`src/rtl/core/sfr_pkg.sv`:
```
// Shared constants and types for the stick frame receiver.
package sfr_pkg;

    localparam int FRAME_LEN  = 8;
    localparam int POS_W      = 3;
    localparam int BYTE_W     = 8;

    // Byte positions inside one frame.
    localparam int IDX_START    = 0;
    localparam int IDX_THROTTLE = 1;
    localparam int IDX_PITCH    = 2;
    localparam int IDX_YAW      = 3;
    localparam int IDX_ROLL     = 4;
    localparam int IDX_KILL     = 5;
    localparam int IDX_CHECK    = 6;

    // Positions inside the held raw value bank.
    localparam int NUM_HELD      = 5;
    localparam int HELD_THROTTLE = 0;
    localparam int HELD_PITCH    = 1;
    localparam int HELD_YAW      = 2;
    localparam int HELD_ROLL     = 3;
    localparam int HELD_KILL     = 4;

    // Stick dead zone edges.
    localparam int DEAD_LOW     = 120;
    localparam int DEAD_HIGH    = 134;
    localparam int DEAD_SPAN_HI = 255 - DEAD_HIGH;

    // Mapping arithmetic: product of full scale and distance, times 256, then divided by
    // the span through a rounded-up reciprocal that is exact for every numerator.
    localparam int FULL_W    = 7;
    localparam int DIST_W    = 7;
    localparam int PROD_W    = FULL_W + DIST_W;
    localparam int REF_FRAC  = 8;
    localparam int NUM_W     = PROD_W + REF_FRAC;
    localparam int DIV_SHIFT = NUM_W + DIST_W;
    localparam int RECIP_W   = DIV_SHIFT + 1;
    localparam int QUOT_W    = 16;
    localparam logic [63:0] RECIP_LO =
        ((64'd1 << DIV_SHIFT) + 64'(DEAD_LOW) - 64'd1) / 64'(DEAD_LOW);
    localparam logic [63:0] RECIP_HI =
        ((64'd1 << DIV_SHIFT) + 64'(DEAD_SPAN_HI) - 64'd1) / 64'(DEAD_SPAN_HI);

    // Throttle percent: raw * 100 / 255 through an exact reciprocal.
    localparam int THR_SCALE   = 100;
    localparam int THR_DIV     = 255;
    localparam int THR_PROD_W  = 15;
    localparam int THR_SHIFT   = 23;
    localparam int THR_RECIP_W = 16;
    localparam int THR_PCT_W   = 7;
    localparam logic [63:0] THR_RECIP =
        ((64'd1 << THR_SHIFT) + 64'(THR_DIV) - 64'd1) / 64'(THR_DIV);

    // Configuration port.
    localparam int CFG_IDX_W  = 3;
    localparam int CFG_DATA_W = 8;

    typedef enum logic [CFG_IDX_W-1:0] {
        CFG_START_MARKER   = 3'd0,
        CFG_END_MARKER     = 3'd1,
        CFG_KILL_THRESHOLD = 3'd2,
        CFG_MAX_ANGLE      = 3'd3,
        CFG_MAX_YAW_RATE   = 3'd4
    } cfg_index_t;

    // One axis after the first mapping stage.
    typedef struct packed {
        logic              neg;
        logic              sel_hi;
        logic [PROD_W-1:0] prod;
    } map_t;

endpackage

```
`src/rtl/core/sfr_ifs.sv`:
```
// Stream interfaces for received bytes and for decoded stick results.
interface sfr_byte_if;
    logic       valid;
    logic       ready;
    logic [7:0] rx_byte;

    modport source (output valid, output rx_byte, input ready);
    modport sink (input valid, input rx_byte, output ready);
endinterface

interface sfr_result_if;
    logic               valid;
    logic               ready;
    logic               frame_ok;
    logic [6:0]         throttle_pct;
    logic signed [13:0] roll_ref;
    logic signed [13:0] pitch_ref;
    logic signed [15:0] yaw_rate_ref;
    logic               emergency_stop;
    logic [31:0]        good_frames;
    logic [31:0]        bad_frames;

    modport source (
        output valid, output frame_ok, output throttle_pct, output roll_ref,
        output pitch_ref, output yaw_rate_ref, output emergency_stop,
        output good_frames, output bad_frames, input ready
    );
    modport sink (
        input valid, input frame_ok, input throttle_pct, input roll_ref,
        input pitch_ref, input yaw_rate_ref, input emergency_stop,
        input good_frames, input bad_frames, output ready
    );
endinterface

```
`src/rtl/core/stick_frame_receiver.sv`:
```
// Stick frame receiver: byte deframer, frame check and stick reference mapping.
//
// The block takes one received byte per beat on link and accepts a beat in every clock
// cycle in which link is ready. While idle it hunts for the start marker; the next
// seven beats complete an 8-byte frame (start, throttle, pitch, yaw rate, roll, kill
// switch, XOR checksum of the five data bytes, end). On the eighth byte the frame is
// checked against the current marker registers and checksum, the held raw values and the
// good or bad frame counter are updated, and exactly one result beat leaves on stick.
// A frame's result is registered in turn after its last byte is accepted: one register
// stage holds the check outcome, the next holds the full-scale times distance products,
// and the output register holds the references after a reciprocal multiply by the dead
// zone span. These three stages drain independently, so up to three results may wait
// while stick is stalled; link drops ready only when a frame is at its last byte, all
// three are occupied and stick is stalled. Bytes that do not finish a frame are always
// taken. Configuration registers are written through cfg_we, cfg_index and cfg_wdata
// and should only change while no frame result is in flight.
module stick_frame_receiver
    import sfr_pkg::*;
(
    input  logic                  clk,
    input  logic                  rst_n,
    input  logic                  cfg_we,
    input  logic [CFG_IDX_W-1:0]  cfg_index,
    input  logic [CFG_DATA_W-1:0] cfg_wdata,
    sfr_byte_if.sink              link,
    sfr_result_if.source          stick
);

    localparam logic [POS_W-1:0] LAST_POS = POS_W'(FRAME_LEN - 1);

    // Configuration registers.
    logic [7:0]        start_marker_reg;
    logic [7:0]        end_marker_reg;
    logic [7:0]        kill_threshold_reg;
    logic [4:0]        max_angle_reg;
    logic [FULL_W-1:0] max_yaw_rate_reg;

    // Deframer state.
    logic             collecting_reg, collecting_next;
    logic [POS_W-1:0] pos_reg, pos_next;
    logic [7:0]       frame_reg [0:FRAME_LEN-2];
    logic [7:0]       held_reg [0:NUM_HELD-1];
    logic [31:0]      good_count_reg;
    logic [31:0]      bad_count_reg;

    logic             last_byte;
    logic             byte_fire;
    logic             start_hit;
    logic             frame_done;
    logic             frame_good;
    logic [7:0]       check_xor;

    // Result pipeline.
    logic                  s1_valid_reg;
    logic                  s1_ok_reg;
    logic                  s1_ready;
    logic                  s2_valid_reg;
    logic                  s2_ok_reg;
    map_t                  s2_roll_reg;
    map_t                  s2_pitch_reg;
    map_t                  s2_yaw_reg;
    logic [THR_PROD_W-1:0] s2_thr_reg;
    logic                  s2_estop_reg;
    logic [31:0]           s2_good_reg;
    logic [31:0]           s2_bad_reg;
    logic                  s2_ready;
    logic                  out_valid_reg;
    logic                  out_ready;

    logic                  out_ok_reg;
    logic [THR_PCT_W-1:0]  out_thr_reg;
    logic signed [13:0]    out_roll_reg;
    logic signed [13:0]    out_pitch_reg;
    logic signed [15:0]    out_yaw_reg;
    logic                  out_estop_reg;
    logic [31:0]           out_good_reg;
    logic [31:0]           out_bad_reg;

    logic [QUOT_W-1:0]     roll_q, pitch_q, yaw_q;
    logic [THR_PROD_W+THR_RECIP_W-1:0] thr_mul;

    // First mapping step: dead zone test, distance from the zone edge, times full scale.
    function automatic map_t map_axis(input logic [7:0] v, input logic [FULL_W-1:0] full);
        map_t       m;
        logic       lo;
        logic       hi;
        logic [7:0] gap;
        lo   = v < 8'(DEAD_LOW);
        hi   = v > 8'(DEAD_HIGH);
        gap  = lo ? (8'(DEAD_LOW) - v) : (v - 8'(DEAD_HIGH));
        m.neg    = lo;
        m.sel_hi = hi;
        m.prod   = (lo || hi) ? (PROD_W'(full) * PROD_W'(gap[DIST_W-1:0])) : '0;
        return m;
    endfunction

    // Second mapping step: times 256, divided by the span, sign applied.
    function automatic logic [QUOT_W-1:0] scale_axis(input map_t m);
        logic [NUM_W-1:0]         num;
        logic [RECIP_W-1:0]       recip;
        logic [NUM_W+RECIP_W-1:0] mul;
        logic [QUOT_W-1:0]        q;
        num   = {m.prod, {REF_FRAC{1'b0}}};
        recip = m.sel_hi ? RECIP_HI[RECIP_W-1:0] : RECIP_LO[RECIP_W-1:0];
        mul   = (NUM_W+RECIP_W)'(num) * (NUM_W+RECIP_W)'(recip);
        q     = mul[DIV_SHIFT +: QUOT_W];
        return m.neg ? (~q + 1'b1) : q;
    endfunction

    // Register writes; indexes past the list are dropped.
    always_ff @(posedge clk or negedge rst_n)
    begin
        if (!rst_n)
        begin
            start_marker_reg   <= 8'hAA;
            end_marker_reg     <= 8'h55;
            kill_threshold_reg <= 8'd128;
            max_angle_reg      <= 5'd5;
            max_yaw_rate_reg   <= 7'd36;
        end
        else if (cfg_we)
        begin
            case (cfg_index)
                CFG_START_MARKER:   start_marker_reg   <= cfg_wdata;
                CFG_END_MARKER:     end_marker_reg     <= cfg_wdata;
                CFG_KILL_THRESHOLD: kill_threshold_reg <= cfg_wdata;
                CFG_MAX_ANGLE:      max_angle_reg      <= cfg_wdata[4:0];
                CFG_MAX_YAW_RATE:   max_yaw_rate_reg   <= cfg_wdata[FULL_W-1:0];
                default:            ;
            endcase
        end
    end

    // A byte that finishes a frame needs room in the first result stage.
    assign last_byte = collecting_reg && (pos_reg == LAST_POS);
    assign link.ready = !last_byte || s1_ready;
    assign byte_fire  = link.valid && link.ready;
    assign start_hit  = !collecting_reg && (link.rx_byte == start_marker_reg);

    always_comb
    begin
        collecting_next = collecting_reg;
        pos_next        = pos_reg;
        frame_done      = 1'b0;
        if (byte_fire)
        begin
            if (!collecting_reg)
            begin
                if (start_hit)
                begin
                    collecting_next = 1'b1;
                    pos_next        = POS_W'(1);
                end
            end
            else if (last_byte)
            begin
                collecting_next = 1'b0;
                pos_next        = '0;
                frame_done      = 1'b1;
            end
            else
            begin
                pos_next = pos_reg + 1'b1;
            end
        end
    end

    always_ff @(posedge clk or negedge rst_n)
    begin
        if (!rst_n)
        begin
            collecting_reg <= 1'b0;
            pos_reg        <= '0;
        end
        else
        begin
            collecting_reg <= collecting_next;
            pos_reg        <= pos_next;
        end
    end

    // Frame bytes up to the checksum; the end byte is checked straight off the link.
    always_ff @(posedge clk)
    begin
        if (byte_fire && !last_byte && (collecting_reg || start_hit))
        begin
            frame_reg[pos_reg] <= link.rx_byte;
        end
    end

    assign check_xor = frame_reg[IDX_THROTTLE] ^ frame_reg[IDX_PITCH] ^ frame_reg[IDX_YAW]
                     ^ frame_reg[IDX_ROLL] ^ frame_reg[IDX_KILL];
    assign frame_good = (frame_reg[IDX_START] == start_marker_reg)
                     && (link.rx_byte == end_marker_reg)
                     && (frame_reg[IDX_CHECK] == check_xor);

    // Held values and counters change only when a frame completes.
    always_ff @(posedge clk or negedge rst_n)
    begin
        if (!rst_n)
        begin
            for (int i = 0; i < NUM_HELD; i++)
            begin
                held_reg[i] <= '0;
            end
            good_count_reg <= '0;
            bad_count_reg  <= '0;
        end
        else if (frame_done)
        begin
            if (frame_good)
            begin
                for (int i = 0; i < NUM_HELD; i++)
                begin
                    held_reg[i] <= frame_reg[i + IDX_THROTTLE];
                end
                good_count_reg <= good_count_reg + 32'd1;
            end
            else
            begin
                bad_count_reg <= bad_count_reg + 32'd1;
            end
        end
    end

    // Stage handshakes. A stage refills whenever its content moves on or it is empty.
    assign out_ready = !out_valid_reg || stick.ready;
    assign s2_ready  = !s2_valid_reg || out_ready;
    assign s1_ready  = !s1_valid_reg || s2_ready;

    always_ff @(posedge clk or negedge rst_n)
    begin
        if (!rst_n)
        begin
            s1_valid_reg  <= 1'b0;
            s2_valid_reg  <= 1'b0;
            out_valid_reg <= 1'b0;
        end
        else
        begin
            if (frame_done)
            begin
                s1_valid_reg <= 1'b1;
            end
            else if (s2_ready)
            begin
                s1_valid_reg <= 1'b0;
            end
            if (s2_ready)
            begin
                s2_valid_reg <= s1_valid_reg;
            end
            if (out_ready)
            begin
                out_valid_reg <= s2_valid_reg;
            end
        end
    end

    // The held bank and counters cannot move while the first stage holds a result, so
    // the second stage reads them directly.
    always_ff @(posedge clk)
    begin
        if (frame_done)
        begin
            s1_ok_reg <= frame_good;
        end
        if (s1_valid_reg && s2_ready)
        begin
            s2_ok_reg    <= s1_ok_reg;
            s2_roll_reg  <= map_axis(held_reg[HELD_ROLL], FULL_W'(max_angle_reg));
            s2_pitch_reg <= map_axis(held_reg[HELD_PITCH], FULL_W'(max_angle_reg));
            s2_yaw_reg   <= map_axis(held_reg[HELD_YAW], max_yaw_rate_reg);
            s2_thr_reg   <= THR_PROD_W'(held_reg[HELD_THROTTLE]) * THR_PROD_W'(THR_SCALE);
            s2_estop_reg <= held_reg[HELD_KILL] < kill_threshold_reg;
            s2_good_reg  <= good_count_reg;
            s2_bad_reg   <= bad_count_reg;
        end
    end

    assign roll_q  = scale_axis(s2_roll_reg);
    assign pitch_q = scale_axis(s2_pitch_reg);
    assign yaw_q   = scale_axis(s2_yaw_reg);
    assign thr_mul = (THR_PROD_W+THR_RECIP_W)'(s2_thr_reg)
                   * (THR_PROD_W+THR_RECIP_W)'(THR_RECIP[THR_RECIP_W-1:0]);

    always_ff @(posedge clk)
    begin
        if (s2_valid_reg && out_ready)
        begin
            out_ok_reg    <= s2_ok_reg;
            out_thr_reg   <= thr_mul[THR_SHIFT +: THR_PCT_W];
            out_roll_reg  <= $signed(roll_q[13:0]);
            out_pitch_reg <= $signed(pitch_q[13:0]);
            out_yaw_reg   <= $signed(yaw_q);
            out_estop_reg <= s2_estop_reg;
            out_good_reg  <= s2_good_reg;
            out_bad_reg   <= s2_bad_reg;
        end
    end

    assign stick.valid          = out_valid_reg;
    assign stick.frame_ok       = out_ok_reg;
    assign stick.throttle_pct   = out_thr_reg;
    assign stick.roll_ref       = out_roll_reg;
    assign stick.pitch_ref      = out_pitch_reg;
    assign stick.yaw_rate_ref   = out_yaw_reg;
    assign stick.emergency_stop = out_estop_reg;
    assign stick.good_frames    = out_good_reg;
    assign stick.bad_frames     = out_bad_reg;

endmodule

```
`src/flat_wrapper.sv`:
```
// flat-port wrapper written by rule: the top's interface ports become plain ports
module stick_frame_receiver_flat import sfr_pkg::*;
  (clk, rst_n, cfg_we, cfg_index, cfg_wdata, link_valid, link_rx_byte, link_ready, stick_valid, stick_frame_ok, stick_throttle_pct, stick_roll_ref, stick_pitch_ref, stick_yaw_rate_ref, stick_emergency_stop, stick_good_frames, stick_bad_frames, stick_ready);
  sfr_byte_if link_i ();
  sfr_result_if stick_i ();
  input  logic clk;
  input  logic rst_n;
  input  logic cfg_we;
  input  logic [CFG_IDX_W-1:0] cfg_index;
  input  logic [CFG_DATA_W-1:0] cfg_wdata;
  input wire logic [$bits(link_i.valid)-1:0] link_valid;
  input wire logic [$bits(link_i.rx_byte)-1:0] link_rx_byte;
  output wire logic [$bits(link_i.ready)-1:0] link_ready;
  output wire logic [$bits(stick_i.valid)-1:0] stick_valid;
  output wire logic [$bits(stick_i.frame_ok)-1:0] stick_frame_ok;
  output wire logic [$bits(stick_i.throttle_pct)-1:0] stick_throttle_pct;
  output wire logic [$bits(stick_i.roll_ref)-1:0] stick_roll_ref;
  output wire logic [$bits(stick_i.pitch_ref)-1:0] stick_pitch_ref;
  output wire logic [$bits(stick_i.yaw_rate_ref)-1:0] stick_yaw_rate_ref;
  output wire logic [$bits(stick_i.emergency_stop)-1:0] stick_emergency_stop;
  output wire logic [$bits(stick_i.good_frames)-1:0] stick_good_frames;
  output wire logic [$bits(stick_i.bad_frames)-1:0] stick_bad_frames;
  input wire logic [$bits(stick_i.ready)-1:0] stick_ready;
  assign link_i.valid = link_valid;
  assign link_i.rx_byte = link_rx_byte;
  assign link_ready = link_i.ready;
  assign stick_valid = stick_i.valid;
  assign stick_frame_ok = stick_i.frame_ok;
  assign stick_throttle_pct = stick_i.throttle_pct;
  assign stick_roll_ref = stick_i.roll_ref;
  assign stick_pitch_ref = stick_i.pitch_ref;
  assign stick_yaw_rate_ref = stick_i.yaw_rate_ref;
  assign stick_emergency_stop = stick_i.emergency_stop;
  assign stick_good_frames = stick_i.good_frames;
  assign stick_bad_frames = stick_i.bad_frames;
  assign stick_i.ready = stick_ready;
  stick_frame_receiver u_core (.clk(clk), .rst_n(rst_n), .cfg_we(cfg_we), .cfg_index(cfg_index), .cfg_wdata(cfg_wdata), .link(link_i), .stick(stick_i));
endmodule
```
`config.mk`:
```
export PLATFORM = sky130hd
export DESIGN_NAME = stick_frame_receiver_flat
export DESIGN_NICKNAME = d
export VERILOG_FILES = /design/src/rtl/core/sfr_pkg.sv /design/src/rtl/core/sfr_ifs.sv /design/src/rtl/core/stick_frame_receiver.sv /design/src/flat_wrapper.sv
export SDC_FILE = /design/constraint.sdc
export NUM_CORES = 2
export LEC_CHECK = 0
export BUFFER_PORTS_ARGS = -buffer_cell sky130_fd_sc_hd__buf_2
export CORE_MARGIN = 5
export CORE_UTILIZATION = 44
export DETAILED_ROUTE_END_ITERATION = 16
export PLACE_DENSITY = 0.59
export SKIP_LAST_GASP = 1
export SYNTH_ARGS = -nofsm -noshare
export SYNTH_HDL_FRONTEND = slang
export SYNTH_SLANG_ARGS = --single-unit
```
`constraint.sdc`:
```
create_clock -name clk -period 15.3 [get_ports clk]
set_clock_uncertainty 0.1 [all_clocks]
set_input_delay 3.06 -clock clk [delete_from_list [all_inputs] [get_ports clk]]
set_output_delay 3.06 -clock clk [all_outputs]
set_load 0.05 [all_outputs]
```
Yosys cells after proc, flatten, opt, wreduce, memory -nomap -nowiden
Memories as Yosys holds them, arrays and structs flattened.
Index checks and enable logic that the tools add are counted.
W data, S select, Z words.
{ "totals": {"register_bits": 392, "ram_bits": 56, "word_cells": 142, "mem_count": 1} }
{ "memory_table": {"columns": ["memory", "depth", "word_bits", "rd", "rd_clocked_by_memory_dff", "write_ports", "line_no", "source"], "rows": [
  ["u_core.frame_reg", 7, 8, 7, 0, 1, "stick_frame_receiver.sv:41", "logic [7:0] frame_reg [0:FRAME_LEN-2];"]
]} }
{ "classes": {"addsub": 12, "mul": 8, "magnitude_cmp": 7, "eq_ne": 9, "muxes": 22, "bitwise": 8, "reduce_logical": 33} }
{ "op_table": {"columns": ["operator", "n"], "rows": [
  ["$mul A14 B30 Y35", 2],
  ["$add A32 B1 Y32 const B", 2],
  ["$mux W19", 3],
  ["$mul A14 B30 Y37", 1],
  ["$eq A8 B8 Y1", 4],
  ["$xor A8 B8 Y8", 4],
  ["$add A14 B1 Y14 const B", 2],
  ["$mul A13 B16 Y28 const B", 1],
  ["$mux W14", 2],
  ["$not A14 Y14", 2],
  ["$gt A8 B8 Y1 const B", 3],
  ["$lt A8 B7 Y1 const B", 3],
  ["$mul A5 B7 Y12", 2],
  ["$mux W7", 3],
  ["$sub A7 B3 Y7 const B", 3],
  ["$sub A7 B7 Y7 const A", 3],
  ["$add A16 B1 Y16 const B", 1],
  ["$mux W16", 1],
  ["$not A16 Y16", 1],
  ["$reduce_and A2 Y1", 8],
  ["$mul A7 B7 Y14", 1],
  ["$mul A8 B5 Y13 const B", 1],
  ["$mux W1", 10],
  ["$logic_and A1 B1 Y1", 9],
  ["other kinds (11)", 27]
]} }

Logic depth before layout (Yosys ltp)
{ "logic_depth": {"depth_word": 10, "depth_mapped": 28, "mapped_depth_nobuf": 26} }

Least setup slack after synthesis
OpenSTA, ideal clock, no wires.
{ "synth_timing": {"path_type": "reg-to-reg", "from": "reg u_core.s2_yaw_reg[14] (netlist name)", "to": "reg u_core.out_yaw_reg[14] (netlist: u_core.stick.yaw_rate_ref[14]) (data pin)", "setup_ns": 0.264, "arrival_time_ns": 7.093, "t_required_ns": 14.936, "path_slack_ns": 7.843, "stages_incl_launch_ff": 24, "synth_period_minus_slack_ns": 7.457, "path_cell_list": "edfxtp_1 -> clkbuf_1 -> clkbuf_1 -> nand2_1 -> fa_1 -> inv_1 -> fa_1 -> inv_1 -> fa_1 -> fa_1 -> fa_1 -> inv_1 -> fa_1 -> ha_1 -> and4_1 -> and2_1 -> nand2_1 -> a2111o_1 -> and3_1 -> xnor2_1 -> or3b_2 -> or3_1 -> o31ai_1 -> xnor2_1"} }
{ "synth_via": {"elab_chain_cells": 5} }
{ "synth_lines": {"columns": ["element", "line_no", "source"], "rows": [
  ["from (decl)", "stick_frame_receiver.sv:61", "map_t s2_yaw_reg;"],
  ["from (signal assigned)", "stick_frame_receiver.sv:273", "s2_yaw_reg <= map_axis(held_reg[HELD_YAW], max_yaw_rate_reg);"],
  ["$mux W19 (*)", "stick_frame_receiver.sv:104", "recip = m.sel_hi ? RECIP_HI[RECIP_W-1:0] : RECIP_LO[RECIP_W-1:0];"],
  ["$mul A14 B30 Y37 (*)", "stick_frame_receiver.sv:105", "mul = (NUM_W+RECIP_W)'(num) * (NUM_W+RECIP_W)'(recip);"],
  ["$not A16 Y16", "stick_frame_receiver.sv:107", "return m.neg ? (~q + 1'b1) : q;"],
  ["$add A16 B1 Y16", "stick_frame_receiver.sv:107", null],
  ["$mux W16 (*)", "stick_frame_receiver.sv:107", null],
  ["via u_core.yaw_q[14]", "stick_frame_receiver.sv:79", "logic [QUOT_W-1:0] roll_q, pitch_q, yaw_q;"],
  ["to (signal assigned)", "stick_frame_receiver.sv:295", "out_yaw_reg <= $signed(yaw_q);"],
  ["to (decl)", "stick_frame_receiver.sv:74", "logic signed [15:0] out_yaw_reg;"]
]} }
The timed path passes the listed nets; every way through them passes the cells marked *.
A chain may end at the register's enable or synchronous reset.

Worst setup path in the final report
Ends and elaborated chain as after synthesis.

==> results by group <==
CTS
  • Post-CTS setup repair buffer count: 0
  • Clock Path Buffers: 3
  • CTS resizes: 0
  • Hold buffers post-CTS: 0
  • CTS tree: yes
  • Num CTS Buffers: 52
  • Clk_lat worst skew: 0.62 ns
  • Clock Sinks: 444
  • Clk pin slew, worst setup/hold paths: 0.06 ns
  • H-tree Lvls: 2
  • CTS root buf: clkbuf_16

Logic synthesis
  • Syn avg cell area: 10.97 sq um
  • Synth Area in Adders: 0.3878
  • Post-synth EDFFs: 297
  • Main combinational cell family by area after synthesis: adder cells
  • Synthesized instance count: 3681
  • Post-synth top flop: edfxtp_1
  • Async S/R FF share, synth: 0.3311
  • Synth Cell Area: 40390 sq um
  • Post-synthesis xor/xnor area fraction: 0.05508
  • Yosys warnings: 0
  • #FFs+latches synth: 444
  • Post-synthesis mux area share: 0.01803
  • Sequential area share after synthesis: 0.3123
  • Complex-gate fraction of the synthesized area: 0.06094
  • Count of cell types in the netlist: 78
  • Synth Area in Simple Gates: 0.09182

Drt
  • Max layer used: met5
  • Routed length on met3: 3927 microns
  • Antenna viol nets, final: 0
  • Metal1 wirelength: 39240 microns
  • DRC errors left: 0
  • Routed WL: 84230 microns
  • DR vias/cell: 4.930
  • Drt first pass iters: 5
  • Vias: 25123
  • DR iter-0 viols: 1161
  • Routed len/inst: 16.53 microns
  • Metal2 WL: 39030 microns

Timing
  • Total Neg Setup Slack: 0 ns
  • Hold_ws: 0.3151 ns
  • Maximum clock frequency: 122.8 MHz
  • Unrepaired setup endpoints after global routing: no
  • Fin crit period: 8.143 ns
  • Worst-Margin Slew: 1.156 ns
  • Hold Vio Cnt, Final: 0
  • Final period util: 0.5322
  • Relative slew slack: 0.2235
  • Final Slew Violations: 0
  • Final count of negative-setup-slack endpoints: 0

Flow run
  • MaxCap Viol Count: 0

Placed design
  • I/O Buffers: 142
  • Placement Cell Area: 42560 sq um
  • Dpl cells: 4993
  • Final GP Congestion: 0.8977
  • Dpl hpwl: 68750 microns

Worst setup path
  • Largest delay share family, worst path: adder cells
  • Cells along the critical path: nand2_1 > fa_1 > inv_1 > fa_1 > inv_1 > fa_1 > fa_1 > fa_1 > inv_1 > fa_1 > ha_1 > and4_1 > and2_1 > nand2_1 > a2111o_1 > and3_1 > xnor2_1 > or3b_2 > or3_1 > o31ai_1 > xnor2_1
  • Worst-path maximum fanout: 29
  • Slowest cell delay on critical path: 0.91 ns
  • CP required: 15.54 ns
  • CP Class: register to register
  • Worst Setup SP: u_core.s2_yaw_reg[14]
  • Reg2reg path depth: 21
  • Worst reg-to-reg setup slack: 7.16 ns
  • Most used cell, CP: fa_1
  • Startpoint type of the worst setup path: register
  • WP buf/inv: 3
  • Setup crit end kind: register
  • Slowest cell on crit path: edfxtp_1
  • FF-to-FF End: u_core.stick.yaw_rate_ref[14]
  • CP Data Arrival Time: 8.39 ns
  • FF-to-FF Start: u_core.s2_yaw_reg[14]

Global routing
  • First-pass GRT wire length: 141000 microns
  • GRT overflow: 0
  • Vias in the first global route: 26676
  • Largest net degree at the start of global routing: 84
  • Initial antenna violation count: 8
  • Total GRT Usage: 0.1770

Cells and area
  • Max reg flops: 56
  • Area Growth Syn to Fin: 9.845%
  • # fillers: 8453
  • Finished Layout Cells: 5096
  • Finished Cell Area: 44360 sq um
  • Nets: 4871
  • Share of layout cells above drive strength 1: 0.08453

Min path
  • Hold Crit Depth: 0
  • Worst Hold Path EP: u_core.stick.good_frames[13]
  • Hold Path Class: register to register
  • Worst hold path startpoint: u_core.s2_good_reg[13]

Floorplanning
  • Die area: 97950 sq um
  • Die Wd: 313.0 microns
  • Core region area: 91390 sq um
  • Starting density of the core: 0.4419
  • Top Ports: 143
  • Num rows: 111
  • Chip height: 313.0 microns

Power
  • Pwr dens: 143.2 nW/um^2
  • Internal power: 3.724 mW
  • Peak supply drop: 0.0001098 V
  • Clock share of power: 0.201
  • Sequential fraction of design power: 0.239
  • Pleak: 21.35 nW
  • Comb power frac: 0.560
  • Switching fraction of total power: 0.4137
  • NetSw: 2.628 mW

Run status
  • Status: completed
==> power by group through the flow <==
stage / registers [mW] / logic [mW] / clock network [mW]
floorplan: 1.53 / 2.81 / 0
global placement: 1.54 / 3.53 / 0
detailed placement: 1.54 / 3.57 / 0
CTS: 1.52 / 3.60 / 1.33
global route: 1.52 / 4.13 / 1.38
finish: 1.52 / 3.56 / 1.28
==> synth_stat cells, types with 14 or more instances <==
| library cell | n | area, sq um |
|---|---|---|
| fa_1 | 443 | 8869 |
| nand4_1 | 43 | 269.0 |
| nor2b_1 | 32 | 200.2 |
| or3_1 | 14 | 87.58 |
| nand2_1 | 276 | 1036 |
| a21o_1 | 37 | 277.8 |
| inv_1 | 724 | 2718 |
| nor3_1 | 31 | 155.2 |
| xor2_1 | 61 | 534.3 |
| ha_1 | 543 | 6794 |
| a21oi_1 | 126 | 630.6 |
| xnor2_1 | 175 | 1533 |
| and3_1 | 22 | 137.6 |
| clkbuf_1 | 64 | 240.2 |
| o21ai_0 | 92 | 460.4 |
| edfxtp_1 | 297 | 8919 |
| and2_1 | 71 | 444.2 |
| o21bai_1 | 24 | 180.2 |
| nand3_1 | 43 | 215.2 |
| mux2_2 | 62 | 698.2 |
| nand2b_1 | 47 | 294.0 |
| dfrtp_1 | 134 | 3353 |
| nor2_1 | 130 | 488.0 |
==> kinds of logic (layout without fill, tap and decap cells) <==
group / count (synthesis) / count (layout)
xor gates and xnor gates: 243 / 243
AOI/OAI and AO/OA: 390 / 390
other: 2 / 51
buffers and inverters: 792 / 972
DFF: 444 / 444
muxes: 65 / 65
and+or+nand+nor: 759 / 759
adders and majority gates: 986 / 986
==> worst max path at each step <==
stage / endpoint / slack [ns] / cells after the start
final: u_core.stick.yaw_rate_ref[14] / 7.16 / 21
after global routing: u_core.stick.yaw_rate_ref[14] / 6.71 / 21
after CTS: u_core.stick.yaw_rate_ref[14] / 7.14 / 21
after detailed placement: u_core.stick.yaw_rate_ref[14] / 7.20 / 21
after global placement: u_core.stick.yaw_rate_ref[14] / 7.31 / 21
after floorplan: u_core.stick.yaw_rate_ref[14] / 7.84 / 23
==> layout make-up <==
class                           instances  area (sq um)  share of cell area
Multi-Input combinational cell       2488         24960              0.5626
Sequential cell                       444         12610              0.2843
Inverter                              724          2718             0.06126
Tap cell                             1186          1484             0.03345
Clock buffer                           66          1426             0.03215
Timing Repair Buffer                  151         784.5             0.01768
Clock inverter                         31         362.8            0.008179
Antenna cell                            6         15.01           0.0003384
==> layout by cell type (no fill, tap or decap), types with 43 or more instances in the layout <==
cell type and n:
o21ai_0 92, dfrtp_1 134, ha_1 543, edfxtp_1 297, nand2_1 276, nand3_1 43
a21oi_1 126, nand2b_1 47, inv_1 724, xnor2_1 175, conb_1 45, buf_2 141
xor2_1 61, fa_1 443, clkbuf_16 54, mux2_2 62, nand4_1 43, nor2_1 130
and2_1 68
==> through the flow <==
stage          setup slack (ns)    util  total power, mW
2_1_floorplan             7.843       -            4.337
3_3_place_gp              7.306  0.4657            5.073
3_5_place_dp              7.204  0.4657            5.109
4_1_cts                   7.139  0.4853            6.441
5_1_grt                   6.709  0.4854            7.033
6_report                  7.157  0.4855            6.353
==> metal layers <==
| metal | vias to the layer above | GRT usage |
|---|---|---|
| met5 | - | 0 |
| met4 | 4 | 0.04317 |
| met3 | 112 | 0.03233 |
| met2 | 373 | 0.2923 |
| met1 | 12241 | 0.2443 |
| li1 | 12393 | - |
No activity file was read; power rests on OpenSTA's default activity.
